<file path="src/design/bbhf_fifo.sv">
// Small synchronous FIFO used for the job queue and the result queue.
// Standalone, no package dependency.
`default_nettype none

module bbhf_fifo #(
    parameter int WIDTH = 8,
    parameter int DEPTH = 2
) (
    input  wire logic             i_clk,
    input  wire logic             i_rst_n,
    input  wire logic             i_push,
    input  wire logic [WIDTH-1:0] i_data,
    output logic                  o_full,
    input  wire logic             i_pop,
    output logic [WIDTH-1:0]      o_data,
    output logic                  o_empty
);

    localparam int PW = (DEPTH > 1) ? $clog2(DEPTH) : 1;
    localparam int CW = $clog2(DEPTH + 1);

    logic [WIDTH-1:0] r_mem [DEPTH];
    logic [PW-1:0]    r_wp, n_wp, r_rp, n_rp;
    logic [CW-1:0]    r_cnt, n_cnt;
    logic             wr, rd;

    assign o_full  = (r_cnt == CW'(DEPTH));
    assign o_empty = (r_cnt == '0);
    assign wr      = i_push && !o_full;
    assign rd      = i_pop && !o_empty;
    assign o_data  = r_mem[r_rp];

    always_comb begin
        n_wp  = r_wp;
        n_rp  = r_rp;
        n_cnt = r_cnt;
        if (wr) begin
            n_wp = (r_wp == PW'(DEPTH - 1)) ? '0 : r_wp + PW'(1);
        end
        if (rd) begin
            n_rp = (r_rp == PW'(DEPTH - 1)) ? '0 : r_rp + PW'(1);
        end
        n_cnt = r_cnt + CW'(wr) - CW'(rd);
    end

    always_ff @(posedge i_clk) begin
        if (!i_rst_n) begin
            r_wp  <= '0;
            r_rp  <= '0;
            r_cnt <= '0;
        end else begin
            r_wp  <= n_wp;
            r_rp  <= n_rp;
            r_cnt <= n_cnt;
        end
    end

    always_ff @(posedge i_clk) begin
        if (wr) begin
            r_mem[r_wp] <= i_data;
        end
    end

endmodule

`default_nettype wire

</file>
<file path="config.mk">
export PLATFORM = sky130hd
export DESIGN_NAME = bbhf_fifo
export DESIGN_NICKNAME = d
export VERILOG_FILES = /design/src/design/bbhf_fifo.sv
export SDC_FILE = /design/constraint.sdc
export NUM_CORES = 1
export LEC_CHECK = 0
export ABC_AREA = 1
export BUFFER_PORTS_ARGS = -buffer_cell sky130_fd_sc_hd__buf_4
export CORE_UTILIZATION = 45
export CTS_BUF_LIST = sky130_fd_sc_hd__clkbuf_8
export CTS_CLUSTER_SIZE = 30
export DETAILED_ROUTE_END_ITERATION = 16
export PLACE_DENSITY = 0.69
export SYNTH_ARGS = -nofsm -noshare
export SYNTH_HDL_FRONTEND = slang
export SYNTH_SLANG_ARGS = --single-unit
</file>
<file path="constraint.sdc">
create_clock -name i_clk -period 2.4 [get_ports i_clk]
set_input_delay 0.12 -clock i_clk [delete_from_list [all_inputs] [get_ports i_clk]]
set_output_delay 0.12 -clock i_clk [all_outputs]
set_load 0.01 [all_outputs]
</file>
==> flow_summary_export.csv, run 1 <==
group,metric,value,unit
outcome,outcome,"finished, final reports clean",
finish,drive_gt1_frac,0.391,
power,swShare,0.289,
clock_tree,clk_pin_slew,70,ps
finish,antenna_cells,0,
drt,post_drt_via_cell_ratio,4.44,
sta,setup_viol,0,
synth,avgSynthCellArea,13.7,sq um
clock_tree,cts_inserted_buffers,3,
drt,initialDrtViolationCount,5,
synth,synthCells,63,
global_routing,antenna_found_initial,0,
finish,n_fill_cell,155,
die,core,1760,sq um
sta,drv_slew,0,
global_routing,track_usage,0.124,
run,drv_cap,0,
worst_setup_path,worstPathRequired,2280,ps
sta,post-route-min-period,1550,ps
finish,layout_commonest_cell,"buf_4",
sta,worstMarginPinSlew,703,ps
worst_setup_path,critPathKind,"flop to flop",
drt,drcViolationCount,0,
power,worst_ir_drop_vdd,0.628,mV
placed_design,gp_congestion,0.648,
die,die_area,2100,sq um
worst_setup_path,endpoint_kind,"flop",
die,ios,22,
power,switching_power,0.000319,W
drt,first_pass_iters,3,
worst_setup_path,cp_data_arrival_time,1430,ps
power,powerDensity,1010,nW/um^2
global_routing,grt_overflow,0,
die,die_x,45.8,um
placed_design,detailed_place_hpwl,893,um
synth,synth_nets,77,
finish,fin_util,0.616,
finish,final_cell_mix,"buf_4 (21), edfxtp_1 (16), inv_1 (10)",
sta,finalSetupTns,0,ps
power,p_int,0.000783,W
clock_tree,postCtsSetupRepairBufs,0,
clock_tree,cts.htree.levels,1,
drt,wire_per_inst,10.5,um
clock_tree,cts-root-buf,"clkbuf_8",
clock_tree,clock_latency,250,ps
synth,ys_seq_area_frac,0.671,
clock_tree,hold_buffers,0,
global_routing,grt_pass1_vias,442,
synth,synth_cell_types,11,
synth,synth_seq_cells,21,
power,p_clk_frac,0.193,
finish,area_delta_synth_final,25.8,%
power,sequentialPowerShare,0.471,
synth,yosysWarnings,0,
drt,drt_wl_total,1180,um
sta,period_share,0.646,
power,leakage,0.486,nW
clock_tree,cts_sinks,21,
worst_setup_path,cp_max_fo,8,
sta,slew_headroom,0.529,
placed_design,io_buffers,21,
global_routing,grt_max_degree,12,
clock_tree,cts_resized,0,
global_routing,grt_pass1_wl,1730,um
sta,hold_viol_final,0,
worst_setup_path,start_kind,"flop",
clock_tree,ctsLongestPathBuffers,2,
drt,vias,497,
power,combPwrFrac,0.335,
drt,ant_nets,0,
die,row_count,15,
sta,max_freq,645,MHz
die,start_util,0.490,
sta,finClkSkew,1.60,ps
synth,synth_area,865,sq um
die,die_y,45.8,um
finish,final_nets,102,
sta,rsz0062_at_grt,"false",
clock_tree,tritoncts,"yes",
worst_hold_path,hp-class,"input port to flop",
-- routing by layer --
metal / up-vias / part of all wire / global-route usage / routed length (um)
li1: 259 / - / - / -
met1: 221 / 0.45 / 0.127 / 533
met5: - / 0 / 0 / 0
met3: 2 / 0.055 / 0.0238 / 65
met2: 15 / 0.48 / 0.223 / 567
met4: 0 / 0.0085 / 0.0882 / 10
-- final cells by class --
type                    count  area [sq um]  area share
flip-flops and latches     21           581       0.534
inverters                   9          33.8      0.0311
clock inverters             1          3.75     0.00345
clock buffers               3          41.3      0.0380
repair buffers             21           158       0.145
multi-input cells          32           239       0.220
well taps                  25          31.3      0.0288
-- logic make-up (layout without fill, tap and decap cells) --
family	Yosys count	after routing	share of synthesized area
AND/OR/NAND/NOR	20	20	0.0969
flip-flops	21	21	0.671
AO/OA/AOI/OAI	2	2	0.0116
buffers and inverters	10	34	0.0521
adder cells (fa/ha/maj)	2	2	0.0289
multiplexers	8	8	0.139
-- per-stage QoR --
step	setup slack [ps]	instances	cell area [sq um]	hold WS, ps	total power (W)
floorplan	977	63	865	213	0.000768
global placement	874	108	1040	306	0.000892
detailed placement	813	108	1040	308	0.000904
CTS	800	112	1090	47.9	0.00112
global route	750	112	1090	42.7	0.00117
finish	849	112	1090	51.0	0.00110
-- power groups by stage --
stage | clock network (W) | logic, W | registers [W]
after floorplan | 0 | 0.000268 | 0.000500
after global placement | 0 | 0.000367 | 0.000525
after detailed placement | 0 | 0.000375 | 0.000529
after CTS | 0.000218 | 0.000377 | 0.000521
after global routing | 0.000232 | 0.000409 | 0.000527
final | 0.000213 | 0.000370 | 0.000520
-- synth_stat cells --
library cell / instances / area share
edfxtp_1: 16 / 0.56
inv_1: 9 / 0.039
nand2_1: 9 / 0.039
mux2_4: 8 / 0.14
nor2_1: 6 / 0.026
dfxtp_1: 5 / 0.12
nand3_1: 3 / 0.017
a21oi_1: 2 / 0.012
ha_1: 2 / 0.029
nor2_2: 2 / 0.014
buf_6: 1 / 0.013
-- registers in the layout, indices dropped and copies added (netlist names), named ones only --
signal / count
r_rp: 1
r_cnt: 2
r_mem: 16
r_wp: 1
-- worst paths after layout --
check | slack, ps | from | endpoint | cells after the start
worst max-delay path | 850 | r_cnt[0]$_SDFF_PN0_ | r_mem[0][6]$_DFFE_PP_ | 4
worst min-delay path | 50 | i_data[5] | r_mem[0][5]$_DFFE_PP_ | 1
worst max register to register | 850 | r_cnt[0]$_SDFF_PN0_ | r_mem[0][6]$_DFFE_PP_ | 4
worst min register to register | 500 | r_rp$_SDFFE_PN0P_ | r_rp$_SDFFE_PN0P_ | 2
-- critical path, stage by stage, from the launching register on --
cell and delay (ps):
dfxtp_1 370, inv_1 70, nand2_1 110, nand2_1 90, nor2_1 550
(Power assumes the default switching activity.)
==> inputs of run 2 (changes only) <==
--- a/config.mk
+++ b/config.mk
@@ -5,13 +5,13 @@
 export SDC_FILE = /design/constraint.sdc
 export NUM_CORES = 1
 export LEC_CHECK = 0
-export ABC_AREA = 1
+export ABC_AREA = 0
 export BUFFER_PORTS_ARGS = -buffer_cell sky130_fd_sc_hd__buf_4
 export CORE_UTILIZATION = 45
 export CTS_BUF_LIST = sky130_fd_sc_hd__clkbuf_8
 export CTS_CLUSTER_SIZE = 30
 export DETAILED_ROUTE_END_ITERATION = 16
-export PLACE_DENSITY = 0.69
+export PLACE_DENSITY = 0.7
 export SYNTH_ARGS = -nofsm -noshare
 export SYNTH_HDL_FRONTEND = slang
 export SYNTH_SLANG_ARGS = --single-unit
==> constraint.sdc (replaced) <==
create_clock -name i_clk -period 1.5 [get_ports i_clk]
set_input_delay 0.075 -clock i_clk [delete_from_list [all_inputs] [get_ports i_clk]]
set_output_delay 0.075 -clock i_clk [all_outputs]
set_load 0.01 [all_outputs]
==> run 2 against run 1 <==
The flow now finishes with violations (setup timing). Final cell count is 2.7% higher. Area after synthesis is 6.1% lower. Die area is 5.8% lower. Largest cell class unchanged. Highest routed layer unchanged.
==> flow_summary_export.csv, run 2 <==
group,metric,value,unit
synth,synth_adder_area_share,0.0308,
outcome,violations,"setup timing",
outcome,outcome,"finished with violations",
die,die_area,1980,sq um
drt,ant_nets,0,
global_routing,grt_pass1_wl,2090,um
sta,drv_slew,0,
sta,period_share,1.01,
run,drv_cap,0,
sta,post-route-min-period,1510,ps
synth,synth_nets,66,
drt,first_pass_iters,4,
finish,area_delta_synth_final,52.4,%
synth,synth-async-reset-ratio,0,
synth,synth_top_family_by_area,"multiplexers",
sta,setup_viol,1,
synth,synthCells,52,
synth,synthSimpleGateAreaFrac,0.0786,
sta,finalSetupTns,-13.0,ps
placed_design,io_buffers,21,
sta,max_freq,661,MHz
synth,synth_edf_count,16,
finish,final_nets,106,
worst_setup_path,endpoint_kind,"flop",
global_routing,antenna_found_initial,0,
synth,synth_xor_xnor_area_share,0.0216,
clock_tree,cts_sinks,21,
drt,routed.top_layer,"met4",
clock_tree,ctsLongestPathBuffers,2,
clock_tree,cts.htree.levels,1,
worst_setup_path,critPathKind,"flop to flop",
drt,routed-wl-met3,68,um
sta,hold_viol_final,0,
sta,worstMarginPinSlew,389,ps
synth,post-synth-top-count-cell,"edfxtp_1",
die,die_y,44.5,um
die,row_count,14,
global_routing,grt_pass1_vias,502,
global_routing,grt_overflow,0,
worst_setup_path,start_kind,"flop",
clock_tree,cts_inserted_buffers,3,
sta,finClkSkew,5.14,ps
power,p_total,0.00201,W
global_routing,grt_max_degree,12,
synth,synth-compound-area-share,0.0108,
sta,slew_headroom,0.741,
synth,yosys-top-cells-count,"edfxtp_1 (16), mux2_2 (8), dfxtp_1 (5), nor2_1 (5), inv_1 (3)",
worst_setup_path,cp_max_fo,3,
synth,synth_cell_types,17,
placed_design,gp_congestion,0.686,
drt,met1_length,617,um
worst_setup_path,cp_data_arrival_time,1690,ps
drt,wl_met2,773,um
drt,initialDrtViolationCount,8,
clock_tree,clk_pin_slew,70,ps
power,worst_ir_drop_vdd,1.18,mV
finish,layout_commonest_cell,"buf_4",
die,die_x,44.5,um
synth,avgSynthCellArea,15.6,sq um
synth,synth_seq_cells,21,
placed_design,detailed_place_hpwl,977,um
clock_tree,cts-root-buf,"clkbuf_8",
drt,drt_wl_total,1470,um
synth,yosysWarnings,0,
drt,drcViolationCount,0,
global_routing,track_usage,0.162,
drt,wire_per_inst,12.8,um
finish,largest_register,"r_mem",
finish,drive_gt1_frac,0.549,
power,powerDensity,1620,nW/um^2
power,leakage,0.512,nW
die,start_util,0.509,
clock_tree,clock_latency,250,ps
drt,vias,541,
sta,fin_ws,-13.0,ps
synth,synth_area,812,sq um
sta,fin_hold_ws,59.0,ps
drt,post_drt_via_cell_ratio,4.70,
synth,synth_top_area_frac,0.592,
synth,synth_ff_type,"edfxtp_1",
finish,largest_reg_flops,16,
clock_tree,tritoncts,"yes",
synth,synthMuxAreaShare,0.123,
synth,ys_top_cells_by_area,"edfxtp_1 (59%), dfxtp_1 (12%), mux2_2 (11%)",
finish,antenna_cells,0,
worst_hold_path,hp-class,"input port to flop",
synth,synth.largest_area_cell,"edfxtp_1",
finish,largestRegisters,"r_mem: 16 flops, r_cnt: 2 flops",
die,ios,22,
synth,ys_seq_area_frac,0.715,
sta,rsz0062_at_grt,"true",
die,core,1590,sq um
worst_setup_path,worstPathRequired,1680,ps
finish,final_cell_mix,"buf_4 (28), edfxtp_1 (16), mux2_2 (8), dlygate4sd3_1 (8), nor2_1 (5)",
-- run 2: changes by cell type after synthesis, moves of 2 or more --
cell,change
nand3_1,-3
nand2b_1,+2
mux2_4,-8
nand2_1,-7
nor2_2,-2
mux2_2,+8
a21oi_1,-2
inv_1,-6
-- run 2: final timing paths --
path	to	from	cells after the start	slack, ps
hold / removal	r_cnt[0]$_SDFF_PN0_	i_rst_n	2	60
setup / recovery	r_cnt[1]$_SDFF_PN0_	r_cnt[1]$_SDFF_PN0_	7	-10
setup reg to reg	r_cnt[1]$_SDFF_PN0_	r_cnt[1]$_SDFF_PN0_	7	-10
hold reg to reg	r_wp$_SDFFE_PN0N_	r_wp$_SDFFE_PN0N_	2	490
-- run 2: power by group --
part / total (W) / leakage [nW] / internal (W) / switching, W
sequential: 0.000859 / 0.192 / 0.000771 / 0.0000880
clock: 0.000346 / 0.0269 / 0.000182 / 0.000164
combinational: 0.000803 / 0.293 / 0.000463 / 0.000340
-- run 2: kinds of logic (layout without fill, tap and decap cells) --
kind of cell,after synthesis,count (layout)
flops,21,21
simple gates,13,13
mux,9,9
buf+inv,4,43
fa+ha+maj,2,2
xor+xnor,2,2
compound gates,1,1
-- run 2: what timing repair did --
action                                  in CTS  in global routing
pin swaps                                    6                  6
hold buffers                                 0                  8
setup buffers                                2                  1
endpoints found under the hold margin        0                 16
gates cloned                                 0                  0
endpoints found under the setup margin       1                  1
gates resized for setup                      4                  1
-- run 2: worst max-delay path: stages (launching register included) --
cell	delay (ps)
dfxtp_4	360
o21a_4	200
ha_4	260
inv_2	40
ha_4	150
xor2_2	150
and2_4	140
nor3_2	140
-- run 2: metrics by stage --
stage,instance area (sq um),util,worst slack (ps),std cells
2_1_floorplan,852,-,25.2,52
5_1_grt,1240,0.776,-53.4,115
6_report,1240,0.776,-13.0,115
3_3_place_gp,1060,0.668,9.04,100
4_1_cts,1140,0.717,-7.49,106
3_5_place_dp,1060,0.668,-55.9,100
-- run 2: cell type report --
type                    count  area [sq um]
flip-flops and latches     21           586
fillers                   105           357
repair buffers             36           290
multi-input cells          27           275
clock buffers               3          41.3
well taps                  24          30.0
inverters                   3          11.3
clock inverters             1          3.75
-- run 2: per-layer routing --
| metal | vias to the layer above | track usage |
|---|---|---|
| met5 | - | 0 |
| met4 | 0 | 0.0727 |
| met3 | 2 | 0.0612 |
| met2 | 15 | 0.276 |
| met1 | 264 | 0.180 |
| li1 | 260 | - |
