`src/design/bbhf_pkg.sv`:
```
// Shared types, sizes and helpers for the box blur / hole fill filter.
// No dependencies; the front end, back end and core import this package.
`default_nettype none

package bbhf_pkg;

    localparam int MAX_SAMPLES = 1024;
    localparam int MAX_RAYS    = 512;
    localparam int MAX_KERNEL  = 15;
    localparam int RING_ROWS   = MAX_KERNEL + 3;

    localparam int ROW_W  = $clog2(MAX_RAYS);
    localparam int RCNT_W = $clog2(MAX_RAYS + 1);
    localparam int COL_W  = $clog2(MAX_SAMPLES);
    localparam int SCNT_W = $clog2(MAX_SAMPLES + 1);
    localparam int KER_W  = $clog2(MAX_KERNEL + 1);
    localparam int SLOT_W = $clog2(RING_ROWS);
    localparam int ADDR_W = $clog2(RING_ROWS * MAX_SAMPLES);
    localparam int AREA_W = $clog2(MAX_KERNEL * MAX_KERNEL + 1);
    localparam int SUM_W  = $clog2(MAX_KERNEL * MAX_KERNEL * 255 + 1);
    localparam int NUM_W  = SUM_W + 1;
    localparam int DEN_W  = AREA_W + 1;

    localparam logic [2:0] REG_FILTER_MODE  = 3'd0;
    localparam logic [2:0] REG_RAY_COUNT    = 3'd1;
    localparam logic [2:0] REG_SAMPLES      = 3'd2;
    localparam logic [2:0] REG_AXIAL_KER    = 3'd3;
    localparam logic [2:0] REG_LATERAL_KER  = 3'd4;
    localparam logic [2:0] REG_AXIAL_THR    = 3'd5;
    localparam logic [2:0] REG_LATERAL_THR  = 3'd6;
    localparam logic [2:0] REG_HOLE_ALPHA   = 3'd7;

    // blur centers visited per result
    localparam logic [2:0] CTR_MID   = 3'd0;
    localparam logic [2:0] CTR_UP    = 3'd1;
    localparam logic [2:0] CTR_DOWN  = 3'd2;
    localparam logic [2:0] CTR_LEFT  = 3'd3;
    localparam logic [2:0] CTR_RIGHT = 3'd4;

    typedef enum logic [2:0] {
        B_IDLE,
        B_ADDR,
        B_DRAIN,
        B_DIV,
        B_NEXT,
        B_FILL,
        B_OUT
    } t_bstate;

    // effective (clamped) configuration
    typedef struct packed {
        logic                    filter;
        logic [RCNT_W-1:0]       rays;
        logic [SCNT_W-1:0]       samples;
        logic [KER_W-1:0]        ka;
        logic [KER_W-1:0]        kl;
        logic [AREA_W-1:0]       area;
        logic signed [8:0]       thr_ax;
        logic signed [8:0]       thr_lat;
        logic [8:0]              alpha;
    } t_cfg;

    typedef struct packed {
        logic                    bypass;
        logic [7:0]              pixel;
        logic [ROW_W-1:0]        row;
        logic [COL_W-1:0]        col;
        logic [SLOT_W-1:0]       slot;
        logic                    interior;
        logic                    last;
    } t_job;

    typedef struct packed {
        logic [7:0]              pixel;
        logic                    last;
    } t_res;

    typedef struct packed {
        logic                    en;
        logic [ADDR_W-1:0]       addr;
        logic [7:0]              data;
    } t_wr;

    typedef struct packed {
        logic                    done;
        logic                    last;
    } t_done;

    function automatic logic [SLOT_W-1:0] next_slot(input logic [SLOT_W-1:0] s);
        return (s == SLOT_W'(RING_ROWS - 1)) ? '0 : s + SLOT_W'(1);
    endfunction

endpackage

`default_nettype wire

```
`src/design/bbhf_front.sv`:
```
// Front end: accepts items, tracks input/output raster positions, writes the
// line store and issues one job per due result. Depends on bbhf_pkg.
`default_nettype none

module bbhf_front
    import bbhf_pkg::*;
(
    input  wire logic       i_clk,
    input  wire logic       i_rst_n,
    input  wire t_cfg       i_cfg,
    input  wire logic       i_restart,
    input  wire logic       i_push,
    input  wire logic       i_req_type,
    input  wire logic [7:0] i_pixel,
    output logic            o_full,
    output t_wr             o_wr,
    output t_job            o_job,
    output logic            o_job_push,
    input  wire t_done      i_done
);

    logic [RCNT_W-1:0] r_in_row, n_in_row;
    logic [COL_W-1:0]  r_in_col, n_in_col;
    logic [SLOT_W-1:0] r_in_slot, n_in_slot;
    logic [ROW_W-1:0]  r_out_row, n_out_row;
    logic [COL_W-1:0]  r_out_col, n_out_col;
    logic [SLOT_W-1:0] r_out_slot, n_out_slot;
    logic [1:0]        r_pend, n_pend;
    logic              r_last_pend, n_last_pend;

    logic              acc, in_done, wr_px, issue_f, issue_b, last_f, last_b;
    logic [SCNT_W-1:0] col_inc;
    logic              col_wrap;
    logic [RCNT_W-1:0] pos_row;
    logic [COL_W-1:0]  pos_col;
    logic [SLOT_W-1:0] pos_slot;
    logic [RCNT_W-1:0] rmax, rr_t, rr, a;
    logic [RCNT_W:0]   a_t;
    logic [SCNT_W-1:0] smax, cc_t, cc, b;
    logic [SCNT_W:0]   b_t;
    logic [KER_W-1:0]  dn, dr;
    logic [SCNT_W-1:0] ocol_inc;
    logic              ready, interior;

    // a pending result still reads ring rows, so hold input back
    assign o_full = (r_pend >= 2'd2) || r_last_pend;
    assign acc    = i_push && !o_full;

    assign in_done  = (r_in_row == i_cfg.rays);
    assign wr_px    = acc && i_cfg.filter && !i_req_type && !in_done;
    assign col_inc  = SCNT_W'(r_in_col) + SCNT_W'(1);
    assign col_wrap = (col_inc == i_cfg.samples);

    always_comb begin
        pos_row  = r_in_row;
        pos_col  = r_in_col;
        pos_slot = r_in_slot;
        if (acc && !i_req_type && (wr_px || !i_cfg.filter)) begin
            if (col_wrap) begin
                pos_row  = r_in_row + RCNT_W'(1);
                pos_col  = '0;
                pos_slot = next_slot(r_in_slot);
            end else begin
                pos_col  = col_inc[COL_W-1:0];
            end
        end
    end

    // readiness: last input the result depends on
    assign rmax = i_cfg.rays - RCNT_W'(1);
    assign smax = i_cfg.samples - SCNT_W'(1);
    assign dn   = i_cfg.kl - KER_W'(1) - (i_cfg.kl >> 1);
    assign dr   = i_cfg.ka - KER_W'(1) - (i_cfg.ka >> 1);
    assign rr_t = RCNT_W'(r_out_row) + RCNT_W'(1);
    assign rr   = (rr_t < i_cfg.rays) ? rr_t : rmax;
    assign a_t  = (RCNT_W + 1)'(rr) + (RCNT_W + 1)'(dn);
    assign a    = (a_t > (RCNT_W + 1)'(rmax)) ? rmax : a_t[RCNT_W-1:0];
    assign cc_t = SCNT_W'(r_out_col) + SCNT_W'(1);
    assign cc   = (cc_t < i_cfg.samples) ? cc_t : smax;
    assign b_t  = (SCNT_W + 1)'(cc) + (SCNT_W + 1)'(dr);
    assign b    = (b_t > (SCNT_W + 1)'(smax)) ? smax : b_t[SCNT_W-1:0];

    assign ready = (a < pos_row) || ((a == pos_row) && (b < SCNT_W'(pos_col)));

    assign issue_f  = acc && i_cfg.filter && ready;
    assign issue_b  = acc && !i_cfg.filter && !i_req_type;
    assign last_f   = (RCNT_W'(r_out_row) == rmax) && (SCNT_W'(r_out_col) == smax);
    assign last_b   = (pos_row == i_cfg.rays);
    assign ocol_inc = SCNT_W'(r_out_col) + SCNT_W'(1);
    assign interior = (r_out_row != '0) && (RCNT_W'(r_out_row) != rmax) &&
                      (r_out_col != '0) && (SCNT_W'(r_out_col) != smax);

    assign o_wr.en   = wr_px;
    assign o_wr.addr = ADDR_W'(r_in_slot) * ADDR_W'(MAX_SAMPLES) + ADDR_W'(r_in_col);
    assign o_wr.data = i_pixel;

    assign o_job_push     = issue_f || issue_b;
    assign o_job.bypass   = !i_cfg.filter;
    assign o_job.pixel    = i_pixel;
    assign o_job.row      = r_out_row;
    assign o_job.col      = r_out_col;
    assign o_job.slot     = r_out_slot;
    assign o_job.interior = interior;
    assign o_job.last     = i_cfg.filter ? last_f : last_b;

    always_comb begin
        n_in_row    = pos_row;
        n_in_col    = pos_col;
        n_in_slot   = pos_slot;
        n_out_row   = r_out_row;
        n_out_col   = r_out_col;
        n_out_slot  = r_out_slot;
        n_pend      = r_pend + 2'(o_job_push) - 2'(i_done.done);
        n_last_pend = r_last_pend;
        if (i_done.done && i_done.last) begin
            n_last_pend = 1'b0;
        end
        if (issue_f) begin
            if (last_f) begin
                n_in_row    = '0;
                n_in_col    = '0;
                n_in_slot   = '0;
                n_out_row   = '0;
                n_out_col   = '0;
                n_out_slot  = '0;
                n_last_pend = 1'b1;
            end else if (ocol_inc == i_cfg.samples) begin
                n_out_row   = r_out_row + ROW_W'(1);
                n_out_col   = '0;
                n_out_slot  = next_slot(r_out_slot);
            end else begin
                n_out_col   = ocol_inc[COL_W-1:0];
            end
        end
        if (issue_b && last_b) begin
            n_in_row  = '0;
            n_in_col  = '0;
            n_in_slot = '0;
        end
        if (i_restart) begin
            n_in_row   = '0;
            n_in_col   = '0;
            n_in_slot  = '0;
            n_out_row  = '0;
            n_out_col  = '0;
            n_out_slot = '0;
        end
    end

    always_ff @(posedge i_clk) begin
        if (!i_rst_n) begin
            r_in_row    <= '0;
            r_in_col    <= '0;
            r_in_slot   <= '0;
            r_out_row   <= '0;
            r_out_col   <= '0;
            r_out_slot  <= '0;
            r_pend      <= '0;
            r_last_pend <= 1'b0;
        end else begin
            r_in_row    <= n_in_row;
            r_in_col    <= n_in_col;
            r_in_slot   <= n_in_slot;
            r_out_row   <= n_out_row;
            r_out_col   <= n_out_col;
            r_out_slot  <= n_out_slot;
            r_pend      <= n_pend;
            r_last_pend <= n_last_pend;
        end
    end

endmodule

`default_nettype wire

```
`config.mk`:
```
export PLATFORM = sky130hd
export DESIGN_NAME = bbhf_front
export DESIGN_NICKNAME = d
export VERILOG_FILES = /design/src/design/bbhf_pkg.sv /design/src/design/bbhf_front.sv
export SDC_FILE = /design/constraint.sdc
export NUM_CORES = 1
export LEC_CHECK = 0
export BUFFER_PORTS_ARGS = -buffer_cell sky130_fd_sc_hd__buf_2
export CELL_PAD_IN_SITES_DETAIL_PLACEMENT = 1
export CELL_PAD_IN_SITES_GLOBAL_PLACEMENT = 2
export CORE_MARGIN = 4
export CORE_UTILIZATION = 33
export DETAILED_ROUTE_END_ITERATION = 12
export PLACE_DENSITY = 0.83
export REMOVE_ABC_BUFFERS = 1
export SYNTH_ARGS = -nofsm -noshare
export SYNTH_HDL_FRONTEND = slang
export SYNTH_SLANG_ARGS = --single-unit
```
`constraint.sdc`:
```
create_clock -name i_clk -period 12.8 [get_ports i_clk]
set_input_delay 0.64 -clock i_clk [delete_from_list [all_inputs] [get_ports i_clk]]
set_output_delay 0.64 -clock i_clk [all_outputs]
set_load 0.02 [all_outputs]
```
==> run metrics <==
Clock Power Share=between 30% and 40%; post-DP HPWL=about 20 mm; VDD IR-drop max=roughly 0.044 mV; 1st-pass router iterations=4; area of the multi-input gates=around 6000 sq um; Synth top area share=around 14%; Max Fclk=approximately 89 MHz; CP arrival=~11 ns; DR WL/cell=17.8 microns; Clock Latency Late Sink=0.31 ns; max-slew violation count=0; 1st-iter DRT viols=324; CTS Sinks=52; final setup violating endpoints=0; flops & latches, synth=52; post-CTS sizing=0; starting density of the core=about a third; Post-Synthesis Cells=1026; clock skew=roughly 0.0078 ns; EDFF count, synth=0; GPL Wtd Cong=slightly above 0.8; port bufs=approximately 80; Sw Share=32.6%; status=completed; hold_sp=r_out_slot[4]; Non-Filler Instances=between 1000 and 1500; max incr delay on CP=0.90 ns; HP Class=reg -> reg; Buf/Inv on CP=2; fillcell total=approximately 2900; Slowest-stage cell, CP=o211ai_1; CP startpoint kind=flip-flop; Yosys warnings=0; Comb pwr share=33.2%; post-synthesis cell area=slightly below 8000 sq um; drc violations=0; Layout area overhead=8.38%; initial antenna violation count=0; Main synth FF type=dfxtp_1; Power Dens Cells=~65 nW/um^2; Die X-Extent=161 microns; Cell variety after synth=83; Slew @ Worst Pin=1.15 ns; worst path required time=between 10 and 15 ns; syn avg cell area=roughly 7.5 sq um; power share of the sequential group=roughly 30%; Seq. cell area=1040 sq um; first-pass GRT wire length=around 40 mm; share of synthesized registers carrying an async set or reset=0%; pin count of the biggest net entering global routing=36; core area=approximately 23000 sq um; die height=about 160 microns; final worst path period share=slightly below 90%; CP startpoint=r_out_col[1]; Switching Power=approximately 180 uW; Min Hold Slack=between 0.5 and 0.6 ns; Setup CP Type=reg -> out; Antenna Nets Post-Route=0; Worst setup EP type=primary output; setup TNS=0 ns; Critical R2R Launch=r_out_col[1]; total power=between 500 and 600 uW; I/O pins=roughly 140; DP Area=between 8000 and 9000 sq um; cell family contributing the most delay on the critical path=compound AO/OA/AOI/OAI gates; Die ar.=between 20000 and 30000 sq um; Placed Cells=~1400; cell taking the most area after synthesis=ha_1; synth top area cells=ha_1, dfxtp_1, xnor2_1; Routed WL=approximately 24 mm; number of buffers inserted by hold repair at cts=0; final hold violations=0; Row Count=55; Ant. Diodes=0; max-capacitance violation count=0; Max H-tree Level=2; P_int=approximately 370 uW; unrepaired setup endpoints after global routing=no; sequential element share of the synthesized area=a little over an eighth; clock root cell=clkbuf_16; via count=7323; CTS clk-pin slew, worst paths=about 0.070 ns; layout cells sized above 1=approximately 14%; setup bufs post-CTS=0; TritonCTS clock tree=yes; cell area after layout=about 8300 sq um; GRT Overall Usage=a little under a fifth; clock buffer depth=2; grt total ovfl=0; via count of the first global-routing pass=roughly 7500; worst-path maximum fanout=19; clock buffers created by TritonCTS=5; static leakage=between 0.003 and 0.004 uW; post-layout minimum cycle time=roughly 11 ns; Max transition margin=22.8%; Final #Nets=roughly 1200; vias per std cell=5.38
==> cells in the mapped netlist, types with 4 or more instances <==
cell type and n:
xor2_1 30, inv_1 69, a211oi_1 9, o21ai_0 31, buf_4 22, nand3_1 51
a21o_1 17, or3_1 11, ha_1 89, clkbuf_1 36, nor2_1 89, buf_2 9
xnor2_1 77, buf_6 6, nor4_1 13, nor3_1 26, nor3b_1 5, and3_1 7
a211o_1 4, a31oi_1 8, fa_1 4, a21oi_1 81, o211ai_1 7, o21a_1 13
dfxtp_1 52, and2_1 7, nand2_1 82, nand4_1 18, nand3b_1 4, nor4_2 21
nand2b_1 8, nor2b_1 11, mux2i_1 14, or2_2 7, o31ai_1 4, o22ai_1 8
==> flip-flops by register name (all words and copies together) (netlist names) <==
register / count
r_in_col: 10
r_in_row: 10
r_out_col: 10
r_out_row: 9
r_in_slot: 5
r_out_slot: 5
r_pend: 2
r_last_pend: 1
==> kinds of logic after synthesis <==
logic type | Yosys count | share of synthesized area (%)
muxes | 15 | 1.97
DFF | 52 | 13.5
AOI/OAI and AO/OA | 224 | 19.2
xor gates and xnor gates | 108 | 12.5
and+or+nand+nor | 391 | 28.6
adders and majority gates | 93 | 15.5
buffers and inverters | 143 | 8.77
==> power groups by stage <==
stage / Clock (uW) / Sequential (uW) / Combinational [uW]
2_1_floorplan: 0 / 170 / 124
3_3_place_gp: 0 / 170 / 177
3_5_place_dp: 0 / 170 / 183
4_1_cts: 203 / 166 / 183
5_1_grt: 210 / 166 / 205
6_report: 199 / 166 / 181
==> placed cells by master, fill, tap and decap left out, types with 7 or more instances in the layout <==
cell type  synthesis  routed
nor4_1            13      13
inv_1             69      69
and3_1             7       7
a21oi_1           81      81
nand3_1           51      51
o21a_1            13      13
a21o_1            17      17
xnor2_1           77      77
or2_2              7       7
nor2_1            89      89
or3_1             11      11
nand2_1           82      82
buf_2              9      81
nor2b_1           11      10
and2_1             7       7
o21ai_0           31      31
o211ai_1           7       7
a31oi_1            8       8
o22ai_1            8       8
nor3_1            26      26
nand2b_1           8       7
ha_1              89      89
xor2_1            30      30
mux2i_1           14      14
nand4_1           18      18
nor4_2            21      21
dfxtp_1           52      52
a211oi_1           9       9
==> worst register-to-register path: cells and delay by family (launching register included) <==
kind	cells	cell delay, ns
AOI/OAI and AO/OA	19	4.90
xor gates and xnor gates	2	0.28
adders and majority gates	6	1.89
buffers and inverters	1	0.09
DFF	1	0.51
and+or+nand+nor	8	3.14
==> final timing paths <==
path	slack, ns	depth (start not counted)	endpoint
max	1.60	36	o_job_push
min	0.51	2	r_out_slot[4]
max reg2reg	1.86	36	r_in_slot[2]
min reg2reg	0.51	2	r_out_slot[4]
==> layout make-up <==
type                    instances  area share [%]
well taps                     313            4.69
flip-flops and latches         52            12.5
clock buffers                   5            1.50
multi-input cells             831            71.8
inverters                      69            3.10
clock inverters                 3            1.08
repair buffers                 87            5.40
==> through the flow <==
step	setup slack, ns	utilization [%]
3_5_place_dp	1.90	35.7
3_3_place_gp	2.05	35.7
5_1_grt	0.540	36.6
2_1_floorplan	3.22	-
6_report	1.60	36.6
4_1_cts	1.59	36.6
==> per-layer routing <==
| metal | vias up | global-route usage [%] | wire [microns] |
|---|---|---|---|
| met3 | 10 | 2.82 | 1010 |
| met2 | 116 | 30.3 | 10600 |
| met4 | 0 | 2.68 | 187 |
| li1 | 3688 | - | - |
| met1 | 3509 | 26.4 | 12400 |
| met5 | - | 0 | 0 |
No activity file was read; power rests on OpenSTA's default activity.
